--- src/hdl/multi_touch_threshold_scanner_core_assert.svh ---
// Assertion macros for the touch threshold scanner core.
`ifndef MULTI_TOUCH_THRESHOLD_SCANNER_CORE_ASSERT_SVH
`define MULTI_TOUCH_THRESHOLD_SCANNER_CORE_ASSERT_SVH

// check that cons holds in the same cycle as ante
`define MTTS_ASSERT_SAME(label, ante, cons, msg) \
  label: assert property (@(posedge clk) disable iff (!rst_n) (ante) |-> (cons)) \
    else $error(msg);

// check that cons holds in the cycle after ante
`define MTTS_ASSERT_NEXT(label, ante, cons, msg) \
  label: assert property (@(posedge clk) disable iff (!rst_n) (ante) |=> (cons)) \
    else $error(msg);

`endif

--- src/hdl/mtts_pkg.sv ---
// Constants shared by the touch threshold scanner core.
`default_nettype none
package mtts_pkg;
  localparam int IDX_W = 3;
  localparam int CNT_W = 16;
  localparam int CLIP_W = 14;
  localparam int SENSOR_COUNT_DEF = 8;
  localparam int PROD_W = CLIP_W + 16;
  localparam int DIV5_SHIFT = 18;
  localparam int QUOT_W = PROD_W - DIV5_SHIFT;

  localparam logic [CLIP_W-1:0] COUNT_CLIP = 14'd10000;
  localparam logic [CLIP_W-1:0] THR_MARGIN = 14'd100;
  localparam logic [CLIP_W-1:0] THR_RESET = 14'd50;
  localparam logic [15:0] DIV5_MUL = 16'd52429;

  localparam logic REQ_MEASURE = 1'b0;
  localparam logic REQ_CALIBRATE = 1'b1;
endpackage
`default_nettype wire

--- src/hdl/multi_touch_threshold_scanner_core.sv ---
// Top level of the touch threshold scanner: threshold memory, touch flags, result register.
//
// One request is accepted per clock while in_stall is low. The first stage reads the
// sensor's threshold from a synchronous memory into a register; the second compares,
// writes back and fills the result register. A calibrate write that meets a read of the
// same sensor in the next request is forwarded, and thresholds never written since reset
// read as 50. Input stall rises only when a result is waiting in the output register, a
// request waits behind it, and the output side stalls.
`default_nettype none
`include "multi_touch_threshold_scanner_core_assert.svh"
module multi_touch_threshold_scanner_core
  import mtts_pkg::*;
#(
  parameter int SENSOR_COUNT = SENSOR_COUNT_DEF
) (
  input  wire logic              clk,
  input  wire logic              rst_n,
  input  wire logic              in_valid,
  output logic                   in_stall,
  input  wire logic              in_req_type,
  input  wire logic [IDX_W-1:0]  in_sensor_index,
  input  wire logic [CNT_W-1:0]  in_discharge_count,
  output logic                   out_valid,
  input  wire logic              out_stall,
  output logic [IDX_W-1:0]       out_event_sensor,
  output logic [CLIP_W-1:0]      out_clipped_count,
  output logic                   out_touched,
  output logic                   out_press_event,
  output logic                   out_release_event,
  output logic                   out_first_valid,
  output logic [IDX_W-1:0]       out_first_index
);
  localparam int AW = (SENSOR_COUNT > 1) ? $clog2(SENSOR_COUNT) : 1;
  localparam int EW = (AW > IDX_W) ? AW : IDX_W;

  logic [CLIP_W-1:0] thr_mem [SENSOR_COUNT];
  logic [SENSOR_COUNT-1:0] thr_vld_r, thr_vld_nxt;
  logic [SENSOR_COUNT-1:0] flags_r, flags_nxt;

  logic s1_v_r, s1_v_nxt;
  logic s1_cal_r, s1_inr_r;
  logic [IDX_W-1:0] s1_idx_r;
  logic [AW-1:0] s1_addr_r;
  logic [CLIP_W-1:0] s1_clip_r, s1_thr_new_r;
  logic [CLIP_W-1:0] rd_data_r, byp_data_r;
  logic rd_vld_r, byp_hit_r;

  logic out_v_r, out_v_nxt;
  logic [IDX_W-1:0] out_sensor_r, out_findex_r;
  logic [CLIP_W-1:0] out_clip_r;
  logic out_touched_r, out_press_r, out_release_r, out_fvalid_r;

  logic in_acc, s1_adv, wr_thr, wr_flag;
  logic [EW-1:0] idx_ext;
  logic [AW-1:0] in_addr;
  logic in_inr;
  logic [CLIP_W-1:0] in_clip, in_thr_new, thr_cur;
  logic [PROD_W-1:0] prod;
  logic [QUOT_W-1:0] quot;
  logic now_touch, old_touch;
  logic touched_c, press_c, release_c, fvalid_c;
  logic [IDX_W-1:0] findex_c;

  assign s1_adv = s1_v_r && (!out_v_r || !out_stall);
  assign in_stall = s1_v_r && !s1_adv;
  assign in_acc = in_valid && !in_stall;

  assign idx_ext = EW'(in_sensor_index);
  assign in_addr = idx_ext[AW-1:0];
  assign in_inr = 32'(in_sensor_index) < SENSOR_COUNT;
  assign in_clip = (in_discharge_count > CNT_W'(COUNT_CLIP)) ? COUNT_CLIP
                                                               : in_discharge_count[CLIP_W-1:0];
  assign prod = PROD_W'(in_clip) * PROD_W'(DIV5_MUL);
  assign quot = prod[PROD_W-1:DIV5_SHIFT];
  assign in_thr_new = CLIP_W'(15'(in_clip) + 15'(quot) + 15'(THR_MARGIN));

  assign thr_cur = byp_hit_r ? byp_data_r : (rd_vld_r ? rd_data_r : THR_RESET);
  assign old_touch = flags_r[s1_addr_r];
  assign now_touch = s1_clip_r > thr_cur;
  assign wr_thr = s1_adv && s1_inr_r && (s1_cal_r == REQ_CALIBRATE);
  assign wr_flag = s1_adv && s1_inr_r && (s1_cal_r == REQ_MEASURE);

  always_comb begin
    flags_nxt = flags_r;
    thr_vld_nxt = thr_vld_r;
    touched_c = 1'b0;
    press_c = 1'b0;
    release_c = 1'b0;
    if (s1_inr_r) begin
      if (s1_cal_r == REQ_CALIBRATE) begin
        touched_c = old_touch;
      end else begin
        touched_c = now_touch;
        press_c = now_touch && !old_touch;
        release_c = !now_touch && old_touch;
      end
    end
    if (wr_flag) begin
      flags_nxt[s1_addr_r] = now_touch;
    end
    if (wr_thr) begin
      thr_vld_nxt[s1_addr_r] = 1'b1;
    end
  end

  always_comb begin
    fvalid_c = |flags_nxt;
    findex_c = '0;
    for (int i = SENSOR_COUNT - 1; i >= 0; i--) begin
      if (flags_nxt[i]) begin
        findex_c = IDX_W'(i);
      end
    end
  end

  always_comb begin
    s1_v_nxt = s1_v_r;
    if (in_acc) begin
      s1_v_nxt = 1'b1;
    end else if (s1_adv) begin
      s1_v_nxt = 1'b0;
    end
    out_v_nxt = out_v_r;
    if (s1_adv) begin
      out_v_nxt = 1'b1;
    end else if (!out_stall) begin
      out_v_nxt = 1'b0;
    end
  end

  always_ff @(posedge clk) begin
    if (wr_thr) begin
      thr_mem[s1_addr_r] <= s1_thr_new_r;
    end
    if (in_acc) begin
      rd_data_r <= thr_mem[in_addr];
    end
  end

  always_ff @(posedge clk) begin
    if (!rst_n) begin
      s1_v_r <= 1'b0;
      out_v_r <= 1'b0;
      flags_r <= '0;
      thr_vld_r <= '0;
    end else begin
      s1_v_r <= s1_v_nxt;
      out_v_r <= out_v_nxt;
      flags_r <= flags_nxt;
      thr_vld_r <= thr_vld_nxt;
    end
  end

  always_ff @(posedge clk) begin
    if (in_acc) begin
      s1_cal_r <= in_req_type;
      s1_inr_r <= in_inr;
      s1_idx_r <= in_sensor_index;
      s1_addr_r <= in_addr;
      s1_clip_r <= in_clip;
      s1_thr_new_r <= in_thr_new;
      rd_vld_r <= thr_vld_nxt[in_addr];
      byp_hit_r <= wr_thr && (s1_addr_r == in_addr);
      byp_data_r <= s1_thr_new_r;
    end
    if (s1_adv) begin
      out_sensor_r <= s1_idx_r;
      out_clip_r <= s1_clip_r;
      out_touched_r <= touched_c;
      out_press_r <= press_c;
      out_release_r <= release_c;
      out_fvalid_r <= fvalid_c;
      out_findex_r <= findex_c;
    end
  end

  assign out_valid = out_v_r;
  assign out_event_sensor = out_sensor_r;
  assign out_clipped_count = out_clip_r;
  assign out_touched = out_touched_r;
  assign out_press_event = out_press_r;
  assign out_release_event = out_release_r;
  assign out_first_valid = out_fvalid_r;
  assign out_first_index = out_findex_r;

  `MTTS_ASSERT_SAME(a_no_dual_edge, out_v_r, !(out_press_r && out_release_r),
                    "press and release reported together")
  `MTTS_ASSERT_SAME(a_press_touched, out_v_r && out_press_r, out_touched_r,
                    "press reported on an untouched sensor")
  `MTTS_ASSERT_SAME(a_first_valid_flags, out_v_r, out_fvalid_r == (|flags_r),
                    "first_valid disagrees with the touch flags")
  `MTTS_ASSERT_NEXT(a_accept_fills_s1, in_acc, s1_v_r,
                    "accepted request lost before the compare stage")
endmodule
`default_nettype wire
--- config.mk ---
export PLATFORM = sky130hd
export DESIGN_NAME = multi_touch_threshold_scanner_core
export DESIGN_NICKNAME = d
export VERILOG_FILES = /design/src/hdl/mtts_pkg.sv /design/src/hdl/multi_touch_threshold_scanner_core.sv
export VERILOG_INCLUDE_DIRS = /design/src /design/src/hdl
export SDC_FILE = /design/constraint.sdc
export NUM_CORES = 1
export LEC_CHECK = 0
export BUFFER_PORTS_ARGS = -buffer_cell sky130_fd_sc_hd__buf_2
export CORE_ASPECT_RATIO = 1.25
export CORE_UTILIZATION = 48
export CTS_CLUSTER_SIZE = 12
export DETAILED_ROUTE_END_ITERATION = 16
export GPL_TIMING_DRIVEN = 0
export SLEW_MARGIN = 20
export SYNTH_ARGS = -nofsm -noshare
export SYNTH_HDL_FRONTEND = slang
export SYNTH_SLANG_ARGS = --single-unit
--- constraint.sdc ---
create_clock -name clk -period 13.4 [get_ports clk]
set_clock_uncertainty 0.05 [all_clocks]
set_input_delay 1.34 -clock clk [delete_from_list [all_inputs] [get_ports clk]]
set_output_delay 1.34 -clock clk [all_outputs]
set_load 0.1 [all_outputs]
Word level (Yosys, flattened, before mapping):

Memories as Yosys holds them, arrays and structs flattened. A register that Yosys moved wholly into a read port is not among the register bits.
Index checks and enable logic that the tools add are counted.

* multipliers: 1
* multiplexer cells: 26
* bitwise logic cells: 2
* eq/ne operators: 2
* add/sub/neg operators: 2
* reduce and logical (&&, ||, !) cells: 20
* $lt $le $gt $ge: 5

Operators with widths (count)
* $mux W14: 3
* $mul A14 B16 Y30 const B: 1
* $gt A16 B14 Y1 const B: 1
* $mux W8: 2
* $add A14 B12 Y14: 1
* $add A14 B7 Y14 const B: 1
* $gt A14 B14 Y1: 1
* $mux W3: 4
* $mux W1: 11
* $logic_and A1 B1 Y1: 9
* $bwmux W8: 1
* $lt A3 B4 Y1 const B: 2
* $or A8 B8 Y8: 1
* $reduce_or A8 Y1: 1
* $bmux W1 S3: 2
* $logic_not A1 Y1: 6
* $mux W2: 2
* $reduce_or A4 Y1: 1
* $demux W1 S3: 1
* $eq A3 B3 Y1: 1
* $ge A3 B1 Y1 const B: 1
* $ne A2 B1 Y1 const B: 1
* $reduce_bool A2 Y1: 1
* $reduce_or A2 Y1: 1
* other kinds (2): 2

* output and inout bits: 26
* word-level logic and storage cells: 79
* register bits: 90
* memory bits (writable): 112
* memories kept: 1
* input port bits: 24

Memory list
* thr_mem: depth 8, width 14, rd ports 1, clocked after memory_dff 1, wr ports 1, line multi_touch_threshold_scanner_core.sv:36 `logic [CLIP_W-1:0] thr_mem [SENSOR_COUNT];`

Depth between registers and ports, before layout:

* depth after elaboration: 13
* gate-level depth with buffers: 41
* mapped depth without buffers: 40

Worst setup path after synthesis:

No wires, ideal clock.

* kind: input to register
* start: input port in_discharge_count[12]
* end: register s1_thr_new_r[13], data pin
* stages: 37
* data required time: 13.088 ns
* buffers on the path: 1
* setup time: 0.262 ns
* slack: 3.681 ns
* arrival time: 9.407 ns
* path through: or2_4 > a221oi_2 > a41o_2 > clkbuf_1 > nand2b_1 > ha_1 > fa_1 > inv_1 > fa_1 > inv_1 > fa_1 > inv_1 > fa_1 > inv_1 > fa_1 > inv_1 > ha_1 > nand4_1 > a211oi_1 > nand2_1 > nand3_1 > a41oi_4 > nor2b_1 > nor2_1 > xnor2_1 > ha_1 > ha_1 > fa_1 > a21o_1 > a21oi_1 > o21bai_1 > a21oi_1 > nor2b_1 > o2111ai_1 > nand3_1 > o41a_1 > xor2_1

* cells in the longest elaborated chain, start to end: 5

Ends and longest elaborated chain
* from (decl): line multi_touch_threshold_scanner_core.sv:22 `input wire logic [CNT_W-1:0] in_discharge_count,`
* $gt A16 B14 Y1 *: line multi_touch_threshold_scanner_core.sv:71 `assign in_clip = (in_discharge_count > CNT_W'(COUNT_CLIP)) ? COUNT_CLIP`
* $mux W14 *: line multi_touch_threshold_scanner_core.sv:71
* via in_clip[13]: line multi_touch_threshold_scanner_core.sv:57 `logic [CLIP_W-1:0] in_clip, in_thr_new, thr_cur;`
* $mul A14 B16 Y30: line multi_touch_threshold_scanner_core.sv:73 `assign prod = PROD_W'(in_clip) * PROD_W'(DIV5_MUL);`
* $add A14 B12 Y14 *: line multi_touch_threshold_scanner_core.sv:75 `assign in_thr_new = CLIP_W'(15'(in_clip) + 15'(quot) + 15'(THR_MARGIN));`
* $add A14 B7 Y14 *: line multi_touch_threshold_scanner_core.sv:75
* via in_thr_new[13]: line multi_touch_threshold_scanner_core.sv:57
* to (signal assigned): line multi_touch_threshold_scanner_core.sv:161 `s1_thr_new_r <= in_thr_new;`
* to (decl): line multi_touch_threshold_scanner_core.sv:44 `logic [CLIP_W-1:0] s1_clip_r, s1_thr_new_r;`

Mark *: on every way through the listed nets, which the timed path passes. The rest lies on a longest branch.
A chain may end at the register's enable or synchronous reset.

Worst setup path after layout:

* start: input port in_discharge_count[7]
* end: register s1_thr_new_r[13], data pin

Same word-level chain as after synthesis.

==> metrics.txt <==
Crit. Startpoint in_discharge_count[7]; type of origin of the critical path input port; layout cells sized above 1 16.7%; largest net degree at the start of global routing 27; detailed-routing wirelength on met1 10900 um; slowest stage delay, CP 0.62 ns; WP data arrival 11.05 ns; Final Cell Area 14000 um2; max frequency 92.2 MHz; Syn-to-layout area delta 12.2%; Post-CTS Resized 0; Final GP Congestion 0.838; commonest cells after routing, fill and taps aside edfxtp_1, ha_1, inv_1, fa_1, buf_2; fin crit share 81.0%; Pint 1.62 mW; IO buf count 49; Yosys warning total 0; Residual DRC 0; ANT cells 0; hold path startpoint s1_clip_r[0]; initial antenna violation count 0; worst reg-to-reg setup slack 9.36 ns; Mean Syn Cell Area 14.0 um2; Util after Layout 55.2%; minimum clock period 10.85 ns; PD cells 175 nW/um2; CTS H-Tree Depth 1; CP required 13.60 ns; die area 26600 um2; detailed-route wire length per cell 20.3 um; Worst-Skew Late Latency 0.51 ns; Yosys cell types 66; Flop pwr share 38.9%; # hold bufs at CTS 0; number of flops mapped to enable cells by yosys 198; Std-Cell Rows 65; Routed WL 27000 um; capturing point of the worst reg2reg path out_first_index[0]; CTS tree built; CTS root buffer clkbuf_16; commonest non-fill, non-tap cell in the layout edfxtp_1; DP Worst Slack 1.97 ns; status complete, no violations; die width 146 um; max_slew headroom 32.0%; clock power share 22.5%; crit path kind input port to flip-flop; nets@finish 1196; worst slew pin tran 1.02 ns; unrepaired setup endpoints after global routing false; critical path endpoint category flip-flop; reg2reg path depth 13; Core Region 25400 um2; Net Count, Synth 1110; die height 182 um; ys flop type edfxtp_1; via count 7159; clock sinks 216; I/O Pins 50; cell count after placement 1288; Syn Inst Count 891; vias in the first global route 7500; combinational share of power 38.6%; crit path to s1_thr_new_r[13]; Num CTS Buffers 22; peak supply drop 91.2 uV; Post-DP HPWL 20800 um; cell mode on critical path fa_1; metal2 WL 14700 um; leak pwr 5.68 nW; post-CTS setup buffers 0; maxcap violations 0; initial DRC count 304; net switching power 0.833 mW; final slew viol count 0; GRT overflow 0; reg2reg start byp_hit_r; fin cells 1328; detailed-route vias per instance 5.39; Syn Std Cell Area 12500 um2; Switching Fraction 34.0%; Area after DPL 13400 um2; Final Hold Viols 0; antenna-violating nets left 0; Final WS setup 2.55 ns; flops & latches, synth 216; final setup fails 0; sequential share of the synthesized area 50.5%; Starting Density 49.2%; total track usage 21.3%; deepest clock path buffer count 3; WHS Path Cells 0; wire length on met3 768 um; Pre-Repair DR Iteration Count 4; highest metal used met4; first-pass GRT wire length 42500 um; Slowest cell on crit path fa_1; fillcell total 2144; clock slew at reported path FFs 0.06 ns; critical-path maximum fanout 10; setup TNS 0 ns; Hold Crit Class flip-flop to flip-flop; Post-synth ARST share 0%
routing by layer:
metal / track usage [%] / vias to the layer above
li1: - / 3416
met1: 25.8 / 3579
met2: 40.4 / 133
met3: 1.73 / 31
met4: 5.92 / 0
met5: 0 / -
Yosys cell counts (8+ instances only):
library cell / n / area share [%]
edfxtp_1: 198 / 48
ha_1: 140 / 14
inv_1: 119 / 3.6
fa_1: 55 / 8.8
nor2_1: 45 / 1.4
mux4_2: 30 / 5.4
nand2_1: 25 / 0.75
a21oi_1: 22 / 0.88
nor2b_1: 21 / 1.1
xnor2_1: 21 / 1.5
dfxtp_1: 18 / 2.9
mux2_2: 16 / 1.4
nand3_1: 15 / 0.60
nor3_1: 11 / 0.44
a21o_1: 10 / 0.60
nand2b_1: 10 / 0.50
xor2_1: 10 / 0.70
a22oi_1: 9 / 0.54
and2_1: 8 / 0.40
buf_1: 8 / 0.24
clkbuf_1: 8 / 0.24
nand4_1: 8 / 0.40
worst max-delay path: cells and delay by family:
kind	cells	cell delay (ns)
XOR/XNOR	2	0.36
adder cells (fa/ha/maj)	10	4.29
AND/OR/NAND/NOR	10	1.72
buffers and inverters	7	0.87
AO/OA/AOI/OAI	10	2.45
power groups by stage:
| stage | Sequential (mW) | Clock (mW) | Combinational (mW) |
|---|---|---|---|
| floorplan | 0.964 | 0 | 0.714 |
| global placement | 0.966 | 0 | 0.933 |
| detailed placement | 0.967 | 0 | 0.952 |
| CTS | 0.952 | 0.561 | 0.960 |
| global route | 0.962 | 0.585 | 1.09 |
| finish | 0.953 | 0.551 | 0.944 |
cells by family (layout without fill, tap and decap cells):
group,count (synthesis),in the layout,synth area share (%)
xor+xnor,31,31,2.18
mux,53,53,7.42
simple gates,166,166,6.94
flops,216,216,50.5
fa+ha+maj,195,195,22.9
buf+inv,137,239,4.23
compound gates,93,93,5.84
worst min-delay path by stage:
stage | end | slack, ns
final | out_clipped_count[0] | 0.40
after global routing | out_clipped_count[0] | 0.43
after CTS | out_clipped_count[0] | 0.40
after detailed placement | out_clipped_count[0] | 0.39
after global placement | out_clipped_count[0] | 0.39
after floorplan | out_clipped_count[0] | 0.38
state kept, by name (all words and copies together), names as in the netlist:
signal,flops
s1_addr_r,3
out_first_index,3
out_press_event,1
thr_mem,112
flags_r,8
s1_cal_r,1
s1_thr_new_r,14
thr_vld_r,8
out_event_sensor,3
rd_vld_r,1
s1_clip_r,14
byp_hit_r,1
out_release_event,1
out_first_valid,1
out_valid,1
s1_v_r,1
rd_data_r,14
byp_data_r,14
out_clipped_count,14
out_touched,1
per-stage QoR:
step,hold WS (ns),power [mW]
finish,0.404,2.45
global route,0.431,2.64
CTS,0.400,2.47
detailed placement,0.387,1.92
global placement,0.385,1.90
floorplan,0.376,1.68
cell type report:
cell class                 instances  area [um2]  area share [%]
multi-input combinational        538        5680            40.6
inverter                         119         447            3.19
sequential                       216        6310            45.1
clock inverter                     2        27.5           0.197
clock buffer                      38         611            4.36
timing repair buffer              62         428            3.06
buffer                            18        81.3           0.581
tap                              335         419            2.99
Note: power is estimated with default switching activity, not from simulation.
